==> config.mk <==
export PLATFORM = sky130hd
export DESIGN_NAME = tgis_fit_unit
export DESIGN_NICKNAME = d
export VERILOG_FILES = /design/src/rtl/tgis_pkg.sv /design/src/rtl/tgis_fit_unit.sv
export SDC_FILE = /design/constraint.sdc
export NUM_CORES = 1
export LEC_CHECK = 0
export ABC_AREA = 1
export CAP_MARGIN = 25
export CORE_MARGIN = 1
export CORE_UTILIZATION = 60
export DETAILED_ROUTE_END_ITERATION = 8
export DONT_BUFFER_PORTS = 1
export PLACE_DENSITY_LB_ADDON = 0.15
export SETUP_SLACK_MARGIN = 0.15
export SLEW_MARGIN = 20
export SYNTH_ARGS = -nofsm -noshare
export SYNTH_HDL_FRONTEND = slang
export SYNTH_SLANG_ARGS = --single-unit
==> constraint.sdc <==
create_clock -name vclk -period 7.3
set_clock_uncertainty 0.15 [all_clocks]
set_input_delay 0 -clock vclk [all_inputs]
set_output_delay 0 -clock vclk [all_outputs]
set_load 0.02 [all_outputs]
==> src/rtl/tgis_pkg.sv <==
// Shared types, widths and helpers for the timeline gap insert scheduler.
package tgis_pkg;

  localparam int MACH_IN_W = 3;
  localparam int TIME_W    = 32;
  localparam int DUR_W     = 24;
  localparam int TAG_W     = 16;
  localparam int VISIT_W   = 4;
  localparam int POS_W     = 6;

  typedef struct packed {
    logic [TIME_W-1:0]  win_begin;
    logic [TIME_W-1:0]  win_finish;
    logic [TAG_W-1:0]   win_owner;
    logic [VISIT_W-1:0] win_visit;
  } win_t;

  typedef struct packed {
    logic found;
    logic use_pe;
  } fit_t;

  typedef enum logic [4:0] {
    S_IDLE   = 5'b00001,
    S_SCAN   = 5'b00010,
    S_SHIFT  = 5'b00100,
    S_INSERT = 5'b01000,
    S_DONE   = 5'b10000
  } state_t;

  function automatic logic [TIME_W-1:0] sat_end(input logic [TIME_W-1:0] start,
                                                input logic [DUR_W-1:0]  dur);
    logic [TIME_W:0] sum;
    sum = {1'b0, start} + {{(TIME_W+1-DUR_W){1'b0}}, dur};
    return sum[TIME_W] ? {TIME_W{1'b1}} : sum[TIME_W-1:0];
  endfunction

endpackage

==> src/rtl/tgis_fit_unit.sv <==
// Shared compare unit: decides whether a request fits before one booked window.
module tgis_fit_unit (
  input  logic [tgis_pkg::TIME_W-1:0] lb,
  input  logic [tgis_pkg::TIME_W-1:0] pe,
  input  logic [tgis_pkg::TIME_W-1:0] ready,
  input  logic [tgis_pkg::TIME_W:0]   ready_dur,
  input  logic [tgis_pkg::DUR_W-1:0]  dur,
  input  logic                        first,
  output tgis_pkg::fit_t              fit
);

  logic                        skip;
  logic                        gap_ok;
  logic [tgis_pkg::TIME_W:0]   pe_dur;

  always_comb begin
    pe_dur     = {1'b0, pe} + {{(tgis_pkg::TIME_W+1-tgis_pkg::DUR_W){1'b0}}, dur};
    skip       = {1'b0, lb} < ready_dur;
    gap_ok     = (ready < pe) && (pe_dur <= {1'b0, lb});
    fit.found  = !skip && (first || gap_ok || (pe <= ready));
    fit.use_pe = !skip && !first && gap_ok;
  end

endmodule

==> results by group <==
CTS
  • CTS resizes: 0
  • CTS Hold Bufs: 0
  • Post-CTS Setup Inserts: 0

Floorplan
  • Initial core utilization: 62.0%
  • Top Ports: between 150 and 200
  • Core Area: between 6000 and 7000 um^2
  • Num rows: 30
  • Die Span X: 85.5 um
  • Die H: 85.5 um
  • Die area: approximately 7300 um^2

Final layout
  • Clock buffer count in the final layout: 0
  • Register area: 0 um^2
  • Multi-input gate area: 3590 um^2
  • Layout cells sized above 1: around 3.7%
  • Layout area overhead: 2.27%
  • Number of fill cells in the layout: 672
  • Util after Layout: 63.4%
  • # nets final: between 900 and 1,000
  • Ant diodes: 0
  • Seq cells: 0
  • Post-route cell area: 4280 um^2
  • Commonest non-fill, non-tap cell in the layout: inv_1
  • Most frequent cells in the layout: inv_1, nand2_1, ha_1

Detailed routing
  • TritonRoute pass-1 iters: 5
  • Vias: ~4,300
  • DRT antenna net count: 0
  • Final wirelength: 10.6 mm
  • DRC: 0
  • Wire length per cell: 13.9 um
  • Via density: 5.63
  • Drt first-iter violations: 138

Synth
  • Post-synth top area share: 35.6%
  • Mean Syn Cell Area: 6.14 um^2
  • Synth area leader: ha_1
  • Top cells by area, synth: ha_1, inv_1, nand2_1
  • Distinct cells, synth: 34
  • Post-Syn Area: 4190 um^2
  • Syn. warnings: 0
  • Post-synthesis sequential area ratio: 0%
  • Post-Synthesis Cells: 682
  • Synth Net Count: 956

Timing
  • Endpoints failing setup: 0
  • Slew @ Worst Pin: about 0.51 ns
  • Slew margin rel.: between 60% and 70%
  • RSZ-0062 raised after global routing: no
  • Post-route setup TNS: 0 ns
  • F_max: 304 MHz
  • Final Critical Period: 3.29 ns
  • Max-slew violations: 0
  • Fin crit share: 45.0%
  • Hold_ws: 0.122 ns
  • Final-report hold violation count: 0

Global routing
  • Vias in the first global route: 4,087
  • Pin count of the biggest net entering global routing: 8
  • GRT Residual Overflow: 0
  • Initial antenna violation count: 0
  • GRT Overall Usage: 28.4%
  • First-pass GRT wire length: 17.2 mm

Setup path
  • Critical Path Start Type: primary input
  • Critical Path RT: 7.15 ns
  • Arrival time worst endpoint: ~3.1 ns
  • Crit-path max FO: 4
  • Critical setup path kind: in2out
  • Crit. End Element: output port

Power and ir drop
  • P per Cell Area: 77.1 nW/um^2
  • Maximum vdd ir drop: 0.0320 mV
  • Static Leak: about 0.0026 uW
  • Final Power: between 300 and 400 uW

Placement
  • Post-DP HPWL: 9.73 mm
  • Placed Area: 4280 um^2
  • Port bufs: 0
  • Final GP Congestion: around 0.95

Run status
  • Status: finished, final reports clean

Worst hold path
  • HP Class: in2out

Job
  • MaxCap Viol Count: 0
## worst paths after layout
kind,start,to,cells after the start
hold / removal,first,fit[0],3
setup / recovery,pe[0],fit[0],21
## metrics by stage
step,setup slack (ns),std cells
after global placement,4.11,761
after CTS,4.07,761
final,4.01,761
after global routing,3.76,761
after detailed placement,4.08,761
after floorplan,4.49,682
## layer usage
metal	track usage, %	vias up	wire, um	share of wire (%)
met5	0	-	0	0
met4	4.70	0	198	1.9
met3	1.35	12	564	5.3
met1	33.5	1866	4510	43
li1	-	2242	-	-
met2	56.7	161	5310	50
## Yosys cell counts
cell,number
nor2_2,2
o211a_1,1
nand2_2,8
nor4_2,2
xnor2_1,8
nand3_2,2
o21bai_1,6
a21oi_1,66
o21ai_1,1
o21a_1,2
ha_1,119
a21o_1,4
o21ai_2,5
nand4_1,18
o21ai_0,19
nor2_1,46
a21oi_2,3
xor2_1,21
o211ai_2,1
o31ai_1,1
nor3_1,10
o22ai_1,1
a31oi_1,7
nand2_1,139
o311ai_1,1
a21boi_2,2
a211oi_1,2
o211ai_1,4
a221oi_1,1
nand3_1,15
inv_1,158
nor4_1,5
buf_2,1
fa_1,1
## worst max-delay path: stages
cell	delay (ns)
ha_1	0.14
inv_1	0.05
fa_1	0.39
inv_1	0.07
nand3_1	0.07
nand2_2	0.11
nand2_2	0.05
nand3_2	0.10
nand3_1	0.08
nand2_1	0.13
nand3_1	0.09
o311ai_1	0.14
xor2_1	0.28
ha_1	0.30
a21oi_1	0.14
nor2_1	0.06
a211oi_1	0.30
nand2_1	0.09
nand2_1	0.07
nand2_1	0.06
a21oi_1	0.42
## kinds of logic after synthesis
| kind of cell | synth area share, % |
|---|---|
| compound gates | 18.0 |
| xor+xnor | 6.07 |
| fa+ha+maj | 36.0 |
| buf+inv | 14.3 |
| simple gates | 25.6 |
## where the power goes
part / total (uW) / internal [uW] / switching, uW
Sequential: 0 / 0 / 0
Combinational: 330 / 130 / 200
Clock: 0 / 0 / 0
## cell type report
cell class	instances	share of cell area (%)
multi-input combinational	523	83.8
inverter	158	13.8
tap	80	2.34
Note: power is estimated with default switching activity, not from simulation.
