<file path="config.mk">
export PLATFORM = sky130hd
export DESIGN_NAME = tgis_ram
export DESIGN_NICKNAME = d
export VERILOG_FILES = /design/src/rtl/tgis_ram.sv
export SDC_FILE = /design/constraint.sdc
export NUM_CORES = 1
export LEC_CHECK = 0
export ABC_AREA = 1
export BUFFER_PORTS_ARGS = -buffer_cell sky130_fd_sc_hd__buf_2
export CAP_MARGIN = 25
export CORE_ASPECT_RATIO = 0.7
export CORE_MARGIN = 2
export CORE_UTILIZATION = 35
export DETAILED_ROUTE_END_ITERATION = 10
export PLACE_DENSITY = 0.54
export SLEW_MARGIN = 20
export SYNTH_ARGS = -nofsm -noshare
export SYNTH_HDL_FRONTEND = slang
export SYNTH_SLANG_ARGS = --single-unit
</file>
<file path="constraint.sdc">
create_clock -name clk -period 2.06 [get_ports clk]
set_input_delay 0.103 -clock clk [delete_from_list [all_inputs] [get_ports clk]]
set_output_delay 0.103 -clock clk [all_outputs]
set_load 0.005 [all_outputs]
</file>
<file path="src/rtl/tgis_ram.sv">
// Generic single-write, single-read RAM with registered read data.
module tgis_ram #(
  parameter int WIDTH = 8,
  parameter int DEPTH = 16
) (
  input  logic                     clk,
  input  logic                     we,
  input  logic [$clog2(DEPTH)-1:0] waddr,
  input  logic [WIDTH-1:0]         wdata,
  input  logic [$clog2(DEPTH)-1:0] raddr,
  output logic [WIDTH-1:0]         rdata
);

  logic [WIDTH-1:0] mem [DEPTH];

  always_ff @(posedge clk) begin
    if (we) begin
      mem[waddr] <= wdata;
    end
    rdata <= mem[raddr];
  end

endmodule

</file>
==> results.py <==
metrics = {
    "clock_network": {
        "cts-root-buf": "clkbuf_16",
        "cts_tree": "built",
        "numCtsBuffers": 17,
        "cts-hold-fix-buffers": 0,
        "htreeDepth": 4,
        "post_cts_buffers": 0,
        "worstSkewPairLatency_ns": 0.42,
        "clk_pin_slew_ns": 0.06,
        "numClockSinks": 136,
        "cts_resized": 0,
        "cts.path.max_buffers": 2,
    },
    "synth": {
        "synthSimpleGateAreaFrac_pct": 21.0,
        "synth_seq_area_share_pct": 69.4,
        "ys_warn_count": 0,
        "yosysUniqueCellTypes": 12,
        "syn_avg_cell_area_um2": 10.5,
        "synth-xor-area-share_pct": 0,
        "synth_top_family_by_area": "simple AND/OR/NAND/NOR gates",
        "syn_nets": 569,
        "ys_ff_latch": 136,
        "synthCells": 551,
        "yosys.area.top_type": "edfxtp_1",
        "synth_compound_area_share_pct": 0,
        "synth_top_cell_area_share_pct": 66.7,
        "synthMuxAreaShare_pct": 0,
        "synth-adder-area-share_pct": 0,
        "synth.area.top_cells": "edfxtp_1, nand2_1, nand3_1",
        "syn-cell-area_um2": 5770,
    },
    "timing": {
        "timing.final.max_slew_violations": 0,
        "fin_worst_skew_ns": 0.00712,
        "hold_violations": 0,
        "rsz0062_at_grt": "no",
        "period_needed_ns": 1.05,
        "relSlewSlack_pct": 53.0,
        "finalSetupViolCount": 0,
        "finalCritPeriodShare_pct": 50.8,
        "fin_tns_setup_ns": 0,
        "fmax_mhz": 956,
        "tightest_slew_ns": 0.703,
    },
    "layout": {
        "finalNonFillerCells": 822,
        "drive_above_1_share_pct": 11.4,
        "final_nets": 601,
        "area_delta_synth_final_pct": 15.3,
        "num-fill-cells": 1604,
    },
    "setup_path": {
        "cp.arrival_ns": 1.36,
        "cp.required_ns": 2.37,
        "startpoint": "mem[3][7]",
        "cp_slowest_cell": "edfxtp_1",
        "path_max_fanout": 1,
        "critPathLaunchType": "register",
        "r2r_cells": 6,
        "crit_chain": "inv_1, nand2_1, nand3_1, nand3_1, nand3_1, nand2_1",
        "r2r_slack_ns": 1.01,
        "end_kind": "register",
        "crit_type": "register to register",
        "worst_r2r_startpoint": "mem[3][7]",
        "critical-path-max-stage-delay_ns": 0.36,
        "r2r-end": "rdata[7]",
        "worst_path_most_repeated_cell": "nand3_1",
    },
    "hold_path": {
        "hold_end": "rdata[7]",
        "min_from": "raddr[3]",
        "hold_depth": 3,
        "min_path_type": "input port to register",
    },
    "job": {
        "max_cap_viol_count": 0,
    },
    "grt": {
        "grt_pass1_wl_mm": 21.8,
        "grt_pass1_vias": 3644,
        "grt_max_degree": 65,
        "grt_usage_pct": 17.4,
        "overflow": 0,
        "antenna_found_initial": 0,
    },
    "power_and_ir_drop": {
        "powerDensity_nw_per_um2": 946,
        "sw_frac_of_total_pct": 23.1,
        "internal-power_mw": 4.84,
        "pwr-share-comb_pct": 6.0,
        "pwr-share-clk_pct": 44.5,
        "power_frac_seq_pct": 49.5,
        "cellLeakagePower_nw": 2.84,
        "peakVddDrop_mv": 0.518,
        "net-switching-power_mw": 1.45,
    },
    "die": {
        "die_y_um": 111,
        "die_width_um": 157,
        "fp.dieArea_um2": 17500,
        "core_area_um2": 16200,
        "initial_core_util_pct": 35.6,
        "fp-row-count": 39,
        "io_pins": 26,
    },
    "outcome": {
        "outcome": "finished, final reports clean",
    },
    "placement": {
        "routabilityCongestion": 0.825,
        "portBuffers": 25,
        "placed_cells": 789,
        "dp_hpwl_mm": 9.12,
    },
    "drt": {
        "wire_per_inst_um": 17.4,
        "vias": 3866,
        "first_pass_iters": 5,
        "routed_wl_mm": 14.3,
        "routed_via_density": 4.70,
        "post-route-drc-count": 0,
        "initialDrtViolationCount": 350,
        "ant_nets": 0,
    },
}
==> power by group through the flow <==
stage	logic, mW	clock network [mW]	registers [mW]
global placement	0.374	0	3.17
finish	0.377	2.80	3.12
floorplan	0.218	0	3.17
detailed placement	0.376	0	3.18
global route	0.419	2.96	3.12
CTS	0.378	2.84	3.12
==> synth_stat cells <==
| library cell | count |
|---|---|
| nand3b_1 | 2 |
| nor2_1 | 17 |
| buf_1 | 1 |
| inv_2 | 2 |
| buf_4 | 4 |
| nand3_1 | 97 |
| buf_2 | 13 |
| nand2_1 | 173 |
| edfxtp_1 | 128 |
| buf_6 | 6 |
| inv_1 | 100 |
| dfxtp_1 | 8 |
==> logic make-up (layout without fill, tap and decap cells) <==
family,Yosys count,count (layout)
other,0,1
AND/OR/NAND/NOR,289,289
buffers and inverters,126,171
flip-flops,136,136
==> worst max-delay path by stage <==
stage | end | slack, ns
4_1_cts | rdata[4] | 1.03
3_3_place_gp | mem[2][5] | 0.69
6_report | rdata[7] | 1.01
2_1_floorplan | mem[10][0] | 1.01
3_5_place_dp | mem[3][5] | 0.62
5_1_grt | rdata[5] | 0.94
==> per-stage QoR <==
stage | worst slack [ns] | cell area [um^2] | util, % | hold slack (ns) | power (mW)
3_3_place_gp | 0.694 | 6110 | 37.7 | 0.479 | 3.55
3_5_place_dp | 0.620 | 6110 | 37.7 | 0.468 | 3.55
5_1_grt | 0.938 | 6650 | 41.0 | 0.0478 | 6.50
2_1_floorplan | 1.01 | 5770 | - | 0.202 | 3.39
6_report | 1.01 | 6650 | 41.1 | 0.0388 | 6.29
4_1_cts | 1.03 | 6650 | 41.0 | 0.0283 | 6.33
==> cell usage in the layout (no fill, tap or decap), types with 2 or more instances in the layout <==
cell and n:
nand2_1 173, edfxtp_1 128, inv_1 100, nand3_1 97
buf_2 25, nor2_1 17, clkbuf_16 17, buf_4 11
dfxtp_1 8, clkinv_2 5, clkinvlp_4 4, inv_2 2
nand3b_1 2, clkbuf_1 2
==> sequential cells by signal, indices dropped and copies added, names as in the netlist <==
signal  cells
rdata       8
mem       128
==> worst max-delay path, delay by kind of cell (launching register included) <==
family        cells  cell delay, ns
simple gates      5            0.50
buf+inv           1            0.07
flops             1            0.36
==> layer usage <==
metal  part of all wire, %  up-vias  GRT usage, %
met2                    39      145          22.2
li1                      -     1837             -
met5                     0        -             0
met1                    52     1869          27.8
met4                   1.2        0          5.27
met3                   8.3       15          5.53
==> layout make-up <==
class | instances | area [um^2] | share of cell area (%)
inverter | 102 | 383 | 5.76
clock buffer | 19 | 433 | 6.51
clock inverter | 13 | 106 | 1.60
tap | 225 | 282 | 4.23
sequential | 136 | 4000 | 60.2
multi-input combinational | 289 | 1210 | 18.2
timing repair buffer | 37 | 228 | 3.42
antenna | 1 | 2.50 | 0.0376
No activity file was read; power rests on OpenSTA's default activity.
